--- src/rtl/core/dps_pkg.sv ---
// ----------------------------------------------------------------------------
// dps_pkg
// Shared types and constants of the dictionary prefix segmenter.
// ----------------------------------------------------------------------------
package dps_pkg;

  localparam int LTR_W = 5;
  localparam int LEN_W = 4;
  localparam int FUNC_W = 2;
  localparam int BYTE_W = 8;

  localparam logic [FUNC_W-1:0] FUNC_LOAD    = 2'd0;
  localparam logic [FUNC_W-1:0] FUNC_BYTE    = 2'd1;
  localparam logic [FUNC_W-1:0] FUNC_RESTART = 2'd2;

  localparam logic [BYTE_W-1:0] CHAR_A = 8'h41;
  localparam logic [BYTE_W-1:0] CHAR_Z = 8'h5A;

  typedef struct packed {
    logic accept;
    logic scan;
    logic commit;
  } dps_cmd_t;

  typedef struct packed {
    logic is_load;
    logic is_letter;
    logic scan_done;
    logic out_free;
  } dps_sts_t;

endpackage

--- src/rtl/core/dps_ctrl.sv ---
// ----------------------------------------------------------------------------
// dps_ctrl
// Sequencer: accepts an item, walks the dictionary scan for a letter, posts the result of a load or letter.
// ----------------------------------------------------------------------------
module dps_ctrl
  import dps_pkg::*;
(
  input  logic     clk,
  input  logic     rst_n,
  input  logic     in_valid,
  output logic     in_stall,
  input  dps_sts_t sts,
  output dps_cmd_t cmd
);

  typedef enum logic [2:0] {
    ST_IDLE = 3'b001,
    ST_SCAN = 3'b010,
    ST_POST = 3'b100
  } state_t;

  state_t state_r, state_nxt;

  always_comb begin
    state_nxt = state_r;
    cmd = '0;
    unique case (state_r)
      ST_IDLE: begin
        cmd.accept = in_valid;
        if (in_valid && sts.is_letter) begin
          state_nxt = ST_SCAN;
        end else if (in_valid && sts.is_load) begin
          state_nxt = ST_POST;
        end
      end
      ST_SCAN: begin
        cmd.scan = 1'b1;
        if (sts.scan_done) begin
          state_nxt = ST_POST;
        end
      end
      ST_POST: begin
        cmd.commit = sts.out_free;
        if (sts.out_free) begin
          state_nxt = ST_IDLE;
        end
      end
      default: begin
        state_nxt = ST_IDLE;
      end
    endcase
  end

  always_ff @(posedge clk) begin
    if (!rst_n) begin
      state_r <= ST_IDLE;
    end else begin
      state_r <= state_nxt;
    end
  end

  assign in_stall = (state_r != ST_IDLE);

endmodule

--- config.mk ---
export PLATFORM = sky130hd
export DESIGN_NAME = dps_ctrl
export DESIGN_NICKNAME = d
export VERILOG_FILES = /design/src/rtl/core/dps_pkg.sv /design/src/rtl/core/dps_ctrl.sv
export SDC_FILE = /design/constraint.sdc
export NUM_CORES = 1
export LEC_CHECK = 0
export BUFFER_PORTS_ARGS = -buffer_cell sky130_fd_sc_hd__buf_2
export CAP_MARGIN = 20
export CORE_AREA = 2 2 39 41
export CTS_CLUSTER_DIAMETER = 40
export DETAILED_ROUTE_END_ITERATION = 7
export DIE_AREA = 0 0 41 43
export HOLD_SLACK_MARGIN = 0.1
export PLACE_DENSITY = 0.41
export SLEW_MARGIN = 20
export SYNTH_ARGS = -nofsm -noshare
export SYNTH_HDL_FRONTEND = slang
export SYNTH_SLANG_ARGS = --single-unit
--- constraint.sdc ---
create_clock -name clk -period 0.8 [get_ports clk]
set_input_delay 0.08 -clock clk [delete_from_list [all_inputs] [get_ports clk]]
set_output_delay 0.08 -clock clk [all_outputs]
set_load 0.01 [all_outputs]
# After elaboration in Yosys (flattened, before gate mapping)
# Cells that the tools add are included.
[totals]
mem_bits_rw = 0
output_inout_bits = 4
memories = 0
regBits = 3
latchBits = 0
mem_bits_ro = 0
in_bits = 7
[op_classes]
multipliers = 0
bitwise = 0
magnitude_cmp = 0
shift = 0
n_reduce_logical = 3
addsub = 0
div = 0
mux = 8
eq_ne = 7
[op_table]
columns = ["operator", "n"]
rows = [
  ["3-bit 2-to-1 mux", 4],
  ["3-bit one-hot mux with 3 select lines", 1],
  ["2-bit inequality test (second input constant)", 2],
  ["3-bit by 1-bit equality test with 1-bit output (second input constant)", 1],
  ["3-bit by 2-bit equality test with 1-bit output (second input constant)", 1],
  ["3-bit equality test (second input constant)", 1],
  ["1-bit 2-to-1 mux", 3],
  ["3-bit by 1-bit inequality test with 1-bit output (second input constant)", 1],
  ["3-bit inequality test (second input constant)", 1],
  ["3-bit AND reduction", 1],
  ["1-bit logical AND", 2],
]

# Depth between registers and ports, before layout
# Gate-level depths: netlist of run 1.
[depth]
depth_word = 4
mapped_depth = 4
ltp_nobuf = 3

# Worst setup path before layout of run 1
# No wires, ideal clock.
[synth_timing]
path_type = "register -> output"
startpoint = "reg state_r[2]"
endpoint = "out cmd[0] in the netlist's numbering"
slack_ns = -0.179
arrival_ns = 0.899
stages_incl_launch_ff = 3
required_ns = 0.720
cell_sequence = "dfxtp_1 > inv_2 > nor4b_1"
[synth_rtl]
columns = ["item", "line_no", "text"]
rows = [
  ["start, declared", "dps_ctrl.sv:22", "state_t state_r, state_nxt;"],
  ["start signal, assigned", "dps_ctrl.sv:58", "state_r <= state_nxt;"],
  ["end, declared", "dps_ctrl.sv:13", "output dps_cmd_t cmd"],
]

==> results.sh, run 1 <==
export IMPL_io_buffers=10
export IMPL_row_count=14
export IMPL_cp_max_fo=4
export IMPL_die_area_mm2=0.00176
export IMPL_drc=0
export IMPL_first_global_vias=235
export IMPL_hold_class="primary input to register"
export IMPL_hold_depth=3
export IMPL_vias=261
export IMPL_pwr_share_seq=0.301
export IMPL_cts_max_level=1
export IMPL_start_util=0.147
export IMPL_ant_nets=0
export IMPL_largest_reg_flops=3
export IMPL_crit_type="register to output port"
export IMPL_worst_pin_slew_ns=0.215
export IMPL_finalCritPeriodShare=1.47
export IMPL_cts_path_max_buffers=2
export IMPL_max_flop_register="state_r"
export IMPL_grt_first_pass_wirelength_mm=1.02
export IMPL_critPathRequiredTime_ns=0.72
export IMPL_clkPwrFrac=0.462
export IMPL_die_x_um=41
export IMPL_grt_usage=0.0852
export IMPL_area_delta_synth_final_pct=98.2
export IMPL_avgSynthCellArea_um2=8.87
export IMPL_comb_power_share=0.237
export IMPL_drt_pass1_iter_count=4
export IMPL_clock_latency_ns=0.23
export IMPL_reg_top3="state_r (3)"
export IMPL_place_ws_ns=-0.179
export IMPL_ios=11
export IMPL_p_sw_uw=145
export IMPL_place_inst=53
export IMPL_ys_warn_count=0
export IMPL_grt_max_degree=9
export IMPL_grt_overflow_total=0
export IMPL_worstSetupStartpointType="register"
export IMPL_ir_drop_v=0.000505
export IMPL_hold_violations=0
export IMPL_fin_cells=61
export IMPL_drt_first_iter_violations=7
export IMPL_ys_ff_latch=3
export IMPL_postLayoutSetupSlackWorst_ns=-0.378
export IMPL_outcome="finished with violations"
export IMPL_rr_worst_depth=5
export IMPL_fin_hold_ws_ns=0.118
export IMPL_clock_sinks=3
export IMPL_place_gp_congestion=0.697
export IMPL_cts_root_buffer="clkbuf_4"
export IMPL_syn_nets=30
export IMPL_fmax_mhz=849
export IMPL_fin_skew_ns=0.000148
export IMPL_fp_dieH_um=43
export IMPL_wl_um=594
export IMPL_setup_viol=7
export IMPL_antenna_found_initial=0
export IMPL_critPathArrivalTime_ns=1.10
export IMPL_swShare=0.253
export IMPL_synth_seq_area_share=0.294
export IMPL_violations="negative setup slack"
export IMPL_endpoint_kind="output port"
export IMPL_slew_viol_final=0
export IMPL_synth_distinct_cells=19
export IMPL_syn_inst=23
export IMPL_p_leak_uw=0.000177
export IMPL_n_antenna_cell=0
export IMPL_via_per_inst=4.28
export IMPL_coreArea_mm2=0.00138
export IMPL_final_nets=53
export IMPL_cts_made_buffers=3
export IMPL_slew_headroom=0.854
export IMPL_grt_setup_unrepaired="true"
export IMPL_drv_cap=0
export IMPL_intPower_uw=427
export IMPL_final_core_util=0.292
export IMPL_drt_wirelength_per_cell_um=9.74
export IMPL_clkTransAtPathRegs_ns=0.04
export IMPL_p_per_area_mw_per_mm2=1410
export IMPL_netlist_area_um2=204
export IMPL_cts_tree="built"
export IMPL_nFillCells=144
export IMPL_drive_gt1_frac=0.622
export IMPL_min_period_ns=1.18
## logic make-up (layout without fill, tap and decap cells)
family,count (synthesis),count (layout),synth area share
and+or+nand+nor,11,11,0.399
AOI/OAI and AO/OA,6,6,0.209
DFF,3,3,0.294
buffers and inverters,3,25,0.0981
## synth_stat cells
master,number,area share
and4bb_1,1,0.061
a31oi_1,1,0.031
nand3b_1,1,0.037
dfxtp_1,3,0.29
nor3b_1,2,0.074
o22ai_1,1,0.031
nand2b_1,2,0.061
nand4b_1,1,0.043
nor4b_1,1,0.043
o311ai_1,1,0.043
nand3_1,1,0.025
nor3_1,1,0.025
and3_1,1,0.031
o21ai_0,1,0.025
buf_2,1,0.025
o2111a_1,1,0.055
inv_2,1,0.018
buf_6,1,0.055
o21ai_1,1,0.025
## power by group through the flow
stage	Sequential, uW	Clock [uW]	Combinational, uW
after detailed placement	176	0	105
after CTS	172	276	134
after global routing	174	285	148
after floorplan	165	0	65.2
after global placement	177	0	106
final	172	264	136
## cell usage in the layout, fill, tap and decap left out, drive strengths merged
master	count
buf	19
o2111a	1
inv	1
nor3	1
dlygate4sd3	1
o21ai	2
o22ai	1
clkbuf	4
a31oi	1
and3	1
nand4b	1
o311ai	1
nand2b	2
nand3	1
nor3b	2
dfxtp	3
nor4b	1
and4bb	1
nand3b	1
## routing by layer
metal / up-vias / track usage / routed length, um
li1: 134 / - / -
met1: 119 / 0.109 / 267
met2: 8 / 0.113 / 278
met3: 0 / 0.0471 / 48
met4: 0 / 0.0400 / 0
met5: - / 0 / 0
## timing repair
item	in CTS	in global routing
gates resized for setup	8	2
buffers inserted	3	0
hold buffers	1	0
pin swaps	5	3
endpoints found under the hold margin	1	0
endpoints found under the setup margin	7	7
## final cells by class
cell class / count / area, um2 / share of cell area
Clock buffer: 4 / 26.3 / 0.0650
Timing Repair Buffer: 20 / 139 / 0.344
Tap cell: 16 / 20.0 / 0.0495
Sequential cell: 3 / 71.3 / 0.176
Inverter: 1 / 3.75 / 0.00929
Multi-Input combinational cell: 17 / 144 / 0.356
## path summary, 6_finish.rpt
path / startpoint / endpoint / slack [ns]
worst min register to register: state_r[0] / state_r[2] / 0.60
worst max register to register: state_r[1] / state_r[1] / -0.21
worst min-delay path: sts[3] / state_r[2] / 0.12
worst max-delay path: state_r[1] / cmd[0] / -0.38
## metrics by stage
step                      total power [uW]  setup TNS, ns  instance area (um2)
after global routing                   607          -2.00                  404
after global placement                 283          -1.05                  314
after CTS                              581          -1.72                  393
after floorplan                        230         -0.362                  218
after detailed placement               281         -0.960                  314
final                                  572          -1.72                  404
## critical path: stages, from the launching register on
cell     delay (ns)
dfxtp_4        0.35
buf_6          0.12
nor4b_4        0.24
buf_2          0.16
Power figures use the tool's default switching activity.
==> run 2: changes to the inputs <==
PLACE_DENSITY = 0.4   (was 0.41)
SETUP_SLACK_MARGIN = 0.15   (was default)
clock period = 1.1 ns   (was 0.8 ns; I/O delays follow)
==> run 2 against run 1 <==
The flow still finishes with violations (negative setup slack). First-iteration DRC count increased by 14%. Die area unchanged. Largest power group unchanged. Critical path depth decreased by 1. Total power decreased by 26%. Combinational power decreased by 24%. Highest routed layer is now met4. Utilization decreased by 0.27 points. Clock-buffer cell count unchanged.
==> results.sh, run 2 (same netlist as run 1, synthesis figures left out) <==
export IMPL_outcome="finished with violations"
export IMPL_violations="negative setup slack"
export IMPL_path_cells="and4bb_1, buf_2"
export IMPL_drt_first_iter_violations=8
export IMPL_grt_max_degree=11
export IMPL_final_nets=51
export IMPL_cts_max_level=1
export IMPL_fin_skew_ns=0.00123
export IMPL_crit_slowest_cell="dfxtp_4"
export IMPL_nFillCells=160
export IMPL_hold_violations=0
export IMPL_clock_sinks=3
export IMPL_gr_usage_met1=0.115
export IMPL_cts_made_buffers=3
export IMPL_io_buffers=10
export IMPL_clkTransAtPathRegs_ns=0.04
export IMPL_cts_tree="built"
export IMPL_met2_usage=0.113
export IMPL_setup_viol=2
export IMPL_cts_root_buffer="clkbuf_4"
export IMPL_wl_um=692
export IMPL_final_cell_mix="buf_2 (10), buf_4 (5), clkbuf_4 (3), dfxtp_4 (3)"
export IMPL_row_count=14
export IMPL_clkPwrFrac=0.462
export IMPL_cp_top_family="flip-flops"
export IMPL_grt_overflow_total=0
export IMPL_grt_usage=0.0872
export IMPL_drt_wirelength_per_cell_um=11.7
export IMPL_largest_reg_flops=3
export IMPL_worst_path_buf_inv=1
export IMPL_ios=11
export IMPL_p_sw_uw=114
export IMPL_register_area_um2=71.3
export IMPL_place_inst=47
export IMPL_place_gp_congestion=0.718
export IMPL_endpoint_kind="output port"
export IMPL_p_per_area_mw_per_mm2=1060
export IMPL_hold_class="primary input to register"
export IMPL_ant_nets=0
export IMPL_coreArea_mm2=0.00138
export IMPL_vias=275
export IMPL_dp_hpwl_um=387
export IMPL_ir_drop_v=0.000457
export IMPL_critPathArrivalTime_ns=1.01
export IMPL_area_delta_synth_final_pct=96.3
export IMPL_multi_input_area_um2=156
export IMPL_pwr_share_seq=0.293
export IMPL_swShare=0.268
export IMPL_via_per_inst=4.66
export IMPL_final_common_cell="buf_2"
export IMPL_min_period_ns=1.12
export IMPL_postLayoutSetupSlackWorst_ns=-0.0223
export IMPL_crit_type="register to output port"
export IMPL_die_area_mm2=0.00176
export IMPL_grt_first_pass_wirelength_mm=1.01
export IMPL_comb_power_share=0.245
export IMPL_worst_pin_slew_ns=0.201
export IMPL_intPower_uw=311
export IMPL_first_global_vias=224
export IMPL_p_leak_uw=0.000166
export IMPL_start_util=0.147
export IMPL_drv_cap=0
export IMPL_place_ws_ns=0.0870
export IMPL_slew_viol_final=0
export IMPL_worstSetupStartpointType="register"
export IMPL_max_flop_register="state_r"
export IMPL_drt_pass1_iter_count=4
export IMPL_reg_top3="state_r (3)"
export IMPL_clock_latency_ns=0.23
export IMPL_n_antenna_cell=0
export IMPL_grt_setup_unrepaired="true"
export IMPL_cp_max_fo=5
export IMPL_finalCritPeriodShare=1.02
export IMPL_drive_gt1_frac=0.651
export IMPL_busiest_layer="met1"
export IMPL_critPathRequiredTime_ns=0.99
export IMPL_cts_path_max_buffers=2
export IMPL_drc=0
export IMPL_fmax_mhz=891
export IMPL_antenna_found_initial=0
export IMPL_fp_dieH_um=43
export IMPL_slowest_delay_ns=0.35
export IMPL_grt_met3_usage=0.0628
export IMPL_slew_headroom=0.865
export IMPL_fin_cells=59
export IMPL_die_x_um=41
[run 2: cell count changes in the layout (fill, tap and decap cells not counted), sizes merged]
cell	before	now
buf	19	17
[run 2: what timing repair did]
item                       4_1_cts  5_1_grt
gates resized for setup          9        6
setup endpoints to repair        7        7
pin swaps                        3        5
hold endpoints to repair         1        0
setup buffers                    4        3
hold buffers                     1        0
[run 2: worst min-delay path: stages]
cell and delay [ns]:
buf_2 0.11, nand4b_1 0.08, o21ai_1 0.05
[run 2: layout make-up]
| cell class | count | area share |
|---|---|---|
| Clock buffer | 4 | 0.0656 |
| Tap cell | 16 | 0.0500 |
| Sequential cell | 3 | 0.178 |
| Inverter | 1 | 0.0156 |
| Timing Repair Buffer | 18 | 0.300 |
| Multi-Input combinational cell | 17 | 0.391 |
[run 2: through the flow]
| step | power (uW) | setup TNS (ns) | util | hold WS, ns | area [um2] |
|---|---|---|---|---|---|
| global route | 460 | -0.172 | 0.289 | 0.163 | 400 |
| CTS | 406 | -0.0551 | 0.259 | 0.150 | 358 |
| finish | 424 | -0.0347 | 0.289 | 0.162 | 400 |
| detailed placement | 188 | 0 | 0.191 | 0.344 | 264 |
| floorplan | 164 | 0 | - | 0.188 | 210 |
| global placement | 188 | 0 | 0.191 | 0.344 | 264 |
[run 2: power groups by stage]
stage / Combinational [uW] / Sequential, uW / Clock [uW]
after floorplan: 45.0 / 119 / 0
after global placement: 57.1 / 131 / 0
after detailed placement: 57.9 / 130 / 0
after CTS: 76.6 / 126 / 203
after global routing: 112 / 125 / 222
final: 104 / 124 / 196
[run 2: per-layer routing]
| layer | part of all wire | routed length [um] |
|---|---|---|
| met5 | 0 | 0 |
| met2 | 0.48 | 334 |
| met4 | 0.0058 | 4 |
| met3 | 0.094 | 65 |
| met1 | 0.41 | 287 |
[run 2: worst paths after layout]
| check | end | slack [ns] | depth (start not counted) | startpoint |
|---|---|---|---|---|
| setup / recovery | cmd[2] | -0.02 | 2 | state_r[1] |
| hold / removal | state_r[2] | 0.16 | 3 | sts[3] |
| setup reg to reg | state_r[2] | 0.03 | 5 | state_r[1] |
| hold reg to reg | state_r[0] | 0.60 | 2 | state_r[2] |
